## config.mk

```make
export PLATFORM = sky130hd
export DESIGN_NAME = fixed_point_reciprocal_flat
export DESIGN_NICKNAME = d
export VERILOG_FILES = /design/src/hw/rtl/fpr_pkg.sv /design/src/hw/rtl/fpr_in_if.sv /design/src/hw/rtl/fpr_out_if.sv /design/src/hw/rtl/fpr_dp.sv /design/src/hw/rtl/fpr_ctrl.sv /design/src/hw/rtl/fixed_point_reciprocal.sv /design/src/flat_wrapper.sv
export SDC_FILE = /design/constraint.sdc
export NUM_CORES = 2
export LEC_CHECK = 0
export BUFFER_PORTS_ARGS = -buffer_cell sky130_fd_sc_hd__buf_4
export CORE_UTILIZATION = 45
export DETAILED_ROUTE_END_ITERATION = 8
export SLEW_MARGIN = 20
export SYNTH_ARGS = -nofsm -noshare
export SYNTH_HDL_FRONTEND = slang
export SYNTH_SLANG_ARGS = --single-unit
```

## constraint.sdc

```tcl
create_clock -name clk -period 12.2 [get_ports clk]
set_input_delay 0.61 -clock clk [delete_from_list [all_inputs] [get_ports clk]]
set_output_delay 0.61 -clock clk [all_outputs]
set_load 0.005 [all_outputs]
```

## src/hw/rtl/fpr_pkg.sv

```systemverilog
// types, constants and seed table for the fixed-point reciprocal
package fpr_pkg;

	localparam int unsigned NORM_LOW  = 3276;
	localparam int unsigned NORM_HIGH = 36044;
	localparam int unsigned SIXTH     = 5461;
	localparam logic [39:0] RECIP_MAX = 40'd2147483647;

	localparam logic [1:0] RS_OK     = 2'd0;
	localparam logic [1:0] RS_NONPOS = 2'd1;
	localparam logic [1:0] RS_SAT    = 2'd2;

	typedef logic signed [26:0] word_t;

	typedef enum logic [3:0] {
		STEP_K1,
		STEP_T2,
		STEP_K2,
		STEP_T3,
		STEP_K3,
		STEP_T4,
		STEP_K4,
		STEP_SUM,
		STEP_FIN
	} step_t;

	typedef struct packed {
		logic  load;
		logic  norm;
		logic  mul;
		logic  upd;
		logic  fin;
		step_t step;
	} cmd_t;

	typedef struct packed {
		logic nonpos;
		logic norm_done;
	} sts_t;

	localparam logic [18:0] SEED [64] = '{
		19'd327680, 19'd283398, 19'd249660, 19'd223101,
		19'd201649, 19'd183960, 19'd169125, 19'd156503,
		19'd145635, 19'd136178, 19'd127875, 19'd120525,
		19'd113975, 19'd108100, 19'd102801, 19'd97997,
		19'd93622,  19'd89621,  19'd85948,  19'd82565,
		19'd79437,  19'd76538,  19'd73843,  19'd71331,
		19'd68985,  19'd66788,  19'd64726,  19'd62788,
		19'd60963,  19'd59241,  19'd57614,  19'd56073,
		19'd54613,  19'd53227,  19'd51909,  19'd50655,
		19'd49461,  19'd48321,  19'd47233,  19'd46192,
		19'd45197,  19'd44243,  19'd43329,  19'd42452,
		19'd41610,  19'd40800,  19'd40021,  19'd39272,
		19'd38550,  19'd37854,  19'd37183,  19'd36535,
		19'd35910,  19'd35305,  19'd34721,  19'd34155,
		19'd33608,  19'd33078,  19'd32564,  19'd32066,
		19'd31583,  19'd31115,  19'd30660,  19'd30218
	};

endpackage

```

## src/hw/rtl/fpr_in_if.sv

```systemverilog
// operand channel: valid, ready and the signed 16.15 operand
interface fpr_in_if;
	logic        valid;
	logic        ready;
	logic [31:0] value;

	modport source (output valid, output value, input ready);
	modport sink (input valid, input value, output ready);
endinterface

```

## src/hw/rtl/fpr_out_if.sv

```systemverilog
// result channel: valid, ready, reciprocal and status
interface fpr_out_if;
	logic        valid;
	logic        ready;
	logic [30:0] reciprocal;
	logic [1:0]  status;

	modport source (output valid, output reciprocal, output status, input ready);
	modport sink (input valid, input reciprocal, input status, output ready);
endinterface

```

## src/hw/rtl/fpr_dp.sv

```systemverilog
// datapath: normalizer, shared multiplier, refinement registers, output register
module fpr_dp (
	input  logic            clk,
	input  fpr_pkg::cmd_t   cmd,
	input  logic [31:0]     value,
	output fpr_pkg::sts_t   sts,
	output logic [30:0]     reciprocal,
	output logic [1:0]      status
);

	logic [30:0]          x_q;
	logic signed [5:0]    sh_q;
	logic                 nonpos_q;
	fpr_pkg::word_t       k_q;
	fpr_pkg::word_t       t_q;
	fpr_pkg::word_t       sum_q;
	logic signed [53:0]   prod_s1;
	logic [30:0]          recip_q;
	logic [1:0]           status_q;

	logic [15:0]          diff;
	logic [5:0]           idx;
	fpr_pkg::word_t       y0;
	fpr_pkg::word_t       h;
	fpr_pkg::word_t       op_a;
	fpr_pkg::word_t       op_b;
	fpr_pkg::word_t       q;
	fpr_pkg::word_t       neg_q;
	logic [39:0]          mag;
	logic [39:0]          shifted;
	logic [5:0]           nsh;

	assign diff  = x_q[15:0] - 16'(fpr_pkg::NORM_LOW);
	assign idx   = diff[14:9];
	assign y0    = $signed({8'd0, fpr_pkg::SEED[idx]});
	assign h     = $signed({18'd0, diff[8:0]});
	assign q     = prod_s1[41:15];
	assign neg_q = -q;

	always_comb begin
		case (cmd.step)
			fpr_pkg::STEP_K1: begin
				op_a = y0;
				op_b = y0;
			end
			fpr_pkg::STEP_T2, fpr_pkg::STEP_T3: begin
				op_a = h;
				op_b = k_q >>> 1;
			end
			fpr_pkg::STEP_T4: begin
				op_a = h;
				op_b = k_q;
			end
			fpr_pkg::STEP_SUM: begin
				op_a = h;
				op_b = sum_q;
			end
			fpr_pkg::STEP_FIN: begin
				op_a = t_q;
				op_b = 27'(fpr_pkg::SIXTH);
			end
			default: begin
				op_a = t_q;
				op_b = t_q;
			end
		endcase
	end

	assign sts.nonpos    = nonpos_q;
	assign sts.norm_done = x_q inside
		{[31'(fpr_pkg::NORM_LOW) : 31'(fpr_pkg::NORM_HIGH - 1)]};

	assign mag = {14'd0, t_q[25:0]};
	assign nsh = -sh_q;

	always_comb begin
		if (!sh_q[5]) begin
			shifted = mag << sh_q[3:0];
		end else begin
			shifted = mag >> nsh[4:0];
		end
	end

	always_ff @(posedge clk) begin
		if (cmd.load) begin
			x_q      <= value[30:0];
			sh_q     <= '0;
			nonpos_q <= value[31] || (value == 32'd0);
		end
		if (cmd.norm) begin
			if (x_q >= 31'(fpr_pkg::NORM_HIGH)) begin
				x_q  <= x_q >> 1;
				sh_q <= sh_q - 6'sd1;
			end else if (x_q < 31'(fpr_pkg::NORM_LOW)) begin
				x_q  <= x_q << 1;
				sh_q <= sh_q + 6'sd1;
			end
		end
		if (cmd.mul) begin
			prod_s1 <= op_a * op_b;
		end
		if (cmd.upd) begin
			case (cmd.step)
				fpr_pkg::STEP_K1: begin
					k_q   <= neg_q;
					sum_q <= neg_q;
				end
				fpr_pkg::STEP_K2, fpr_pkg::STEP_K3: begin
					k_q   <= neg_q;
					sum_q <= sum_q + (neg_q <<< 1);
				end
				fpr_pkg::STEP_K4: begin
					sum_q <= sum_q + neg_q;
				end
				fpr_pkg::STEP_SUM: begin
					t_q <= q;
				end
				default: begin
					t_q <= y0 + q;
				end
			endcase
		end
		if (cmd.fin) begin
			if (nonpos_q) begin
				recip_q  <= '0;
				status_q <= fpr_pkg::RS_NONPOS;
			end else if (t_q < 0) begin
				recip_q  <= '0;
				status_q <= fpr_pkg::RS_SAT;
			end else if (shifted > fpr_pkg::RECIP_MAX) begin
				recip_q  <= fpr_pkg::RECIP_MAX[30:0];
				status_q <= fpr_pkg::RS_SAT;
			end else begin
				recip_q  <= shifted[30:0];
				status_q <= fpr_pkg::RS_OK;
			end
		end
	end

	assign reciprocal = recip_q;
	assign status     = status_q;

endmodule

```

## src/hw/rtl/fpr_ctrl.sv

```systemverilog
// controller: sequences normalization, refinement steps and result handoff
module fpr_ctrl (
	input  logic           clk,
	input  logic           arst_n,
	input  logic           in_valid,
	output logic           in_ready,
	output logic           out_valid,
	input  logic           out_ready,
	input  fpr_pkg::sts_t  sts,
	output fpr_pkg::cmd_t  cmd
);

	typedef enum logic [2:0] {
		S_IDLE,
		S_NORM,
		S_MUL,
		S_UPD,
		S_DONE
	} state_t;

	state_t          state_q;
	fpr_pkg::step_t  step_q;
	logic            out_valid_q;
	logic            slot_free;

	assign slot_free = !out_valid_q || out_ready;
	assign in_ready  = (state_q == S_IDLE);
	assign out_valid = out_valid_q;

	always_comb begin
		cmd      = '0;
		cmd.step = step_q;
		case (state_q)
			S_IDLE: cmd.load = in_valid;
			S_NORM: cmd.norm = !sts.nonpos && !sts.norm_done;
			S_MUL:  cmd.mul  = 1'b1;
			S_UPD:  cmd.upd  = 1'b1;
			S_DONE: cmd.fin  = slot_free;
			default: cmd = '0;
		endcase
	end

	always_ff @(posedge clk or negedge arst_n) begin
		if (!arst_n) begin
			state_q     <= S_IDLE;
			step_q      <= fpr_pkg::STEP_K1;
			out_valid_q <= 1'b0;
		end else begin
			if (cmd.fin) begin
				out_valid_q <= 1'b1;
			end else if (out_ready) begin
				out_valid_q <= 1'b0;
			end
			case (state_q)
				S_IDLE: begin
					if (in_valid) begin
						state_q <= S_NORM;
					end
				end
				S_NORM: begin
					if (sts.nonpos) begin
						state_q <= S_DONE;
					end else if (sts.norm_done) begin
						step_q  <= fpr_pkg::STEP_K1;
						state_q <= S_MUL;
					end
				end
				S_MUL: state_q <= S_UPD;
				S_UPD: begin
					if (step_q == fpr_pkg::STEP_FIN) begin
						state_q <= S_DONE;
					end else begin
						step_q  <= fpr_pkg::step_t'(4'(step_q) + 4'd1);
						state_q <= S_MUL;
					end
				end
				S_DONE: begin
					if (slot_free) begin
						state_q <= S_IDLE;
					end
				end
				default: state_q <= S_IDLE;
			endcase
		end
	end

	a_load_starts_norm: assert property (@(posedge clk) disable iff (!arst_n)
		in_valid && in_ready |=> state_q == S_NORM)
		else $error("accepted transaction did not start normalization");

	a_mul_normalized: assert property (@(posedge clk) disable iff (!arst_n)
		state_q == S_MUL |-> sts.norm_done)
		else $error("multiply step on an operand outside the normalized range");

	a_fin_slot_free: assert property (@(posedge clk) disable iff (!arst_n)
		cmd.fin |-> !out_valid_q || out_ready)
		else $error("result register overwritten before it was taken");

	a_fin_sets_valid: assert property (@(posedge clk) disable iff (!arst_n)
		cmd.fin |=> out_valid_q)
		else $error("finished result not presented");

endmodule

```

## src/hw/rtl/fixed_point_reciprocal.sv

```systemverilog
// top level: reciprocal of a signed 16.15 operand, table seed plus one Runge-Kutta step
//
//   channel   dir   transaction payload
//   operand   in    value[31:0]       signed 16.15
//   result    out   reciprocal[30:0]  16.15, status[1:0]
//
// one transaction at a time: accept, then normalize (n shifts, up to 16), then nine steps,
// each a multiply on the one shared multiplier and then an update, then the result;
// a non-positive operand skips normalization and the multiply steps
// arst_n clears the controller and the result valid; no clearing pass
// a stalled result holds in the output register while the next operand is taken
module fixed_point_reciprocal (
	input  logic           clk,
	input  logic           arst_n,
	fpr_in_if.sink         operand,
	fpr_out_if.source      result
);

	fpr_pkg::cmd_t  cmd;
	fpr_pkg::sts_t  sts;

	fpr_ctrl u_ctrl (
		.clk       (clk),
		.arst_n    (arst_n),
		.in_valid  (operand.valid),
		.in_ready  (operand.ready),
		.out_valid (result.valid),
		.out_ready (result.ready),
		.sts       (sts),
		.cmd       (cmd)
	);

	fpr_dp u_dp (
		.clk        (clk),
		.cmd        (cmd),
		.value      (operand.value),
		.sts        (sts),
		.reciprocal (result.reciprocal),
		.status     (result.status)
	);

endmodule
```

## src/flat_wrapper.sv

```systemverilog
// flat-port wrapper written by rule: the top's interface ports become plain ports
module fixed_point_reciprocal_flat 
  (clk, arst_n, operand_valid, operand_value, operand_ready, result_valid, result_reciprocal, result_status, result_ready);
  fpr_in_if operand_i ();
  fpr_out_if result_i ();
  input  logic clk;
  input  logic arst_n;
  input wire logic [$bits(operand_i.valid)-1:0] operand_valid;
  input wire logic [$bits(operand_i.value)-1:0] operand_value;
  output wire logic [$bits(operand_i.ready)-1:0] operand_ready;
  output wire logic [$bits(result_i.valid)-1:0] result_valid;
  output wire logic [$bits(result_i.reciprocal)-1:0] result_reciprocal;
  output wire logic [$bits(result_i.status)-1:0] result_status;
  input wire logic [$bits(result_i.ready)-1:0] result_ready;
  assign operand_i.valid = operand_valid;
  assign operand_i.value = operand_value;
  assign operand_ready = operand_i.ready;
  assign result_valid = result_i.valid;
  assign result_reciprocal = result_i.reciprocal;
  assign result_status = result_i.status;
  assign result_i.ready = result_ready;
  fixed_point_reciprocal u_core (.clk(clk), .arst_n(arst_n), .operand(operand_i), .result(result_i));
endmodule
```

==> results.txt <==
Setup WS post-layout: 0.595 ns
Worst path most repeated cell: fa_1
Initial Util: 0.458
WHS Endpoint: u_core.u_dp.nonpos_q$_DFFE_PP_
share of post-route cells with drive strength above 1: 0.0683
port bufs: 70
Gate Count Post-Synth: 4550
Final period util: 0.951
CTS max path bufs: 2
P&R area growth vs syn: 7.08%
core area: 82600 µm²
max frequency: 86.2 MHz
site row count: 105
DRT antenna net count: 0
GPL Wtd Cong: 1.03
Via density: 5.78
htree depth: 4
first-pass GRT wire length: 202000 µm
worst reg2reg endpoint: u_core.u_dp.prod_s1[35]$_DFFE_PP_
Avg Cell Area, Syn: 8.31 µm²
Worst R2R Start: u_core.u_dp.x_q[3]$_DFF_P_
wire length per cell: 23.2 µm
MaxCap Viol Count: 0
r2r setup slk: 0.60 ns
I/O Pins: 71
drt first-iter violations: 3225
Post-Syn Nets: 5419
Final nets: 5407
initial antenna violation count: 7
Worst-Margin Slew: 1.14 ns
Hold Crit Depth: 2
hpwl dp: 104000 µm
#FFs+latches synth: 187
Worst Hold Class: in -> reg
largest cells by area after synthesis: fa_1 32%, edfxtp_1 11%, inv_1 8.2%
Ys Warns: 0
minimum clock period: 11.60 ns
Die X: 292 µm
slowest stage cell, crit path: dfxtp_1
Post-synth top flop: edfxtp_1
share of async-settable or async-resettable flops after synthesis: 0.0428
outcome: finished, final reports clean
Post-Syn Area: 37800 µm²
CTS tree: done
total track usage: 0.315
total congestion overflow: 0
final WL: 130000 µm
Synth top area share: 0.323
hold_ws: 0.367 ns
DR DRC count: 0
TritonCTS Sinks: 187
vias in the first global route: 32800
Seq/Total Area, Yosys: 0.138
clock skew: 0.0195 ns
RSZ-0062 raised after global routing: no
area of the die: 85200 µm²
Distinct cells, synth: 94
cell taking the most area after synthesis: fa_1
Final Hold Viols: 0
Slowest Stage Delay on Critical Path: 0.61 ns
Via Count: 32500
Root Buffer: clkbuf_16
Reg2Reg Depth: 39
clk_lat worst skew: 0.52 ns
die height: 292 µm
worst min-delay path startpoint: operand_value[31]
Clock transition at path regs: 0.09 ns
total setup buffers inserted after CTS: 0
nature of the critical path endpoint: flop
Crit path required time: 12.48 ns
worst-path maximum fanout: 14
setup violators final: 0
Num CTS Buffers: 17
maximum number of pins on one net before global-route repair: 82
Slew Viols, Final: 0
EDFF count, synth: 142
router iterations before antenna repair: 7
slew margin rel.: 0.238
Final Core Density: 0.490
setup_tns: 0 ns
Place WS: 0.581 ns
CP Launch Type: flop
Worst Path Arrival: 11.89 ns
CP Class: reg -> reg
-- worst max path at each step --
stage | start | end | slack [ns]
finish | u_core.u_dp.x_q[3]$_DFF_P_ | u_core.u_dp.prod_s1[35]$_DFFE_PP_ | 0.60
global route | u_core.u_dp.x_q[3]$_DFF_P_ | u_core.u_dp.prod_s1[35]$_DFFE_PP_ | 0.08
CTS | u_core.u_dp.x_q[3]$_DFF_P_ | u_core.u_dp.prod_s1[35]$_DFFE_PP_ | 0.58
detailed placement | u_core.u_dp.x_q[3]$_DFF_P_ | u_core.u_dp.prod_s1[35]$_DFFE_PP_ | 0.58
global placement | u_core.u_dp.x_q[2]$_DFF_P_ | u_core.u_dp.prod_s1[41]$_DFFE_PP_ | 0.75
floorplan | u_core.u_dp.x_q[3]$_DFF_P_ | u_core.u_dp.prod_s1[35]$_DFFE_PP_ | 2.29
-- registers in the layout, indices dropped and copies added (netlist names) --
signal,flops
u_core.u_ctrl.out_valid,1
u_core.u_ctrl.state_q,3
u_core.u_ctrl.step_q,4
u_core.u_dp.k_q,27
u_core.u_dp.nonpos_q,1
u_core.u_dp.prod_s1,27
u_core.u_dp.reciprocal,31
u_core.u_dp.sh_q,6
u_core.u_dp.status,2
u_core.u_dp.sum_q,27
u_core.u_dp.t_q,27
u_core.u_dp.x_q,31
-- cell usage in the layout, fill, tap and decap left out, drive strengths merged, types with 25 or more instances in the layout --
master / Yosys / routed
a211oi: 29 / 29
a21o: 48 / 48
a21oi: 212 / 212
a22oi: 26 / 26
a31oi: 57 / 57
and2: 42 / 42
buf: 41 / 216
dfxtp: 37 / 37
edfxtp: 142 / 142
fa: 610 / 610
ha: 223 / 223
inv: 833 / 839
mux2i: 56 / 56
nand2: 664 / 664
nand2b: 41 / 41
nand3: 41 / 41
nor2: 420 / 420
nor3: 52 / 52
nor4: 26 / 26
o211ai: 25 / 25
o21ai: 188 / 188
o22ai: 32 / 32
xnor2: 104 / 104
xor2: 61 / 61
-- logic make-up after synthesis --
family / count (synthesis) / share of synthesized area
and+or+nand+nor: 1392 / 0.157
buffers and inverters: 1086 / 0.109
adders and majority gates: 833 / 0.397
AOI/OAI and AO/OA: 818 / 0.142
DFF: 187 / 0.138
xor gates and xnor gates: 165 / 0.0386
muxes: 69 / 0.0196
-- area by class of cell --
type,count,area [µm²]
Tap cell,1070,1340
Timing Repair Buffer,217,1650
Clock inverter,15,135
Clock buffer,17,425
Antenna cell,2,5.00
Multi-Input combinational cell,3277,28600
Inverter,838,3150
Fill cell,8158,42100
Sequential cell,187,5210
-- through the flow --
step                area, µm²  cells
finish                  40500   5623
global route            40500   5621
CTS                     40500   5620
detailed placement      39900   5587
global placement        39900   5587
floorplan               37800   4550
-- routing by layer --
layer  GRT usage  vias up  part of all wire
met2       0.495     1491              0.45
met1       0.418    16100              0.41
met4       0.139        4             0.050
met5           0        -           0.00025
li1            -    14600                 -
met3      0.0658      317             0.088
-- cell usage after synthesis (all sizes together) (13+ instances only) --
cell type  number
xor2           61
a221oi         23
nand2         664
nor4           26
o21bai         13
or3            20
o211ai         25
nor2b          16
a211o          14
nor2          420
o21ai         188
o22a           14
mux2i          56
ha            223
inv           833
or2            14
o22ai          32
nand2b         41
and2           42
a31oi          57
o31ai          16
dfxtp          37
nor3           52
nand3          41
a211oi         29
fa            610
edfxtp        142
buf            41
clkbuf        207
and3           18
a22o           13
a21oi         212
xnor2         104
a22oi          26
a21o           48
nand4          14
a221o          18
o21a           16
-- what timing repair did --
action | 4_1_cts | 5_1_grt
hold buffers | 1 | 0
gates resized for setup | 0 | 2
hold endpoints to repair | 8 | 0
endpoints found under the setup margin | 0 | 5
-- critical path: cells and delay by family (launching register included) --
kind	cells	cell delay [ns]
DFF	1	0.61
xor gates and xnor gates	1	0.06
buffers and inverters	7	0.80
AOI/OAI and AO/OA	15	3.84
adders and majority gates	10	4.81
and+or+nand+nor	6	1.21
Power is left out: the tool's default activity adds up to more than one toggle a clock period on the data nets, which glitch-free logic cannot reach.
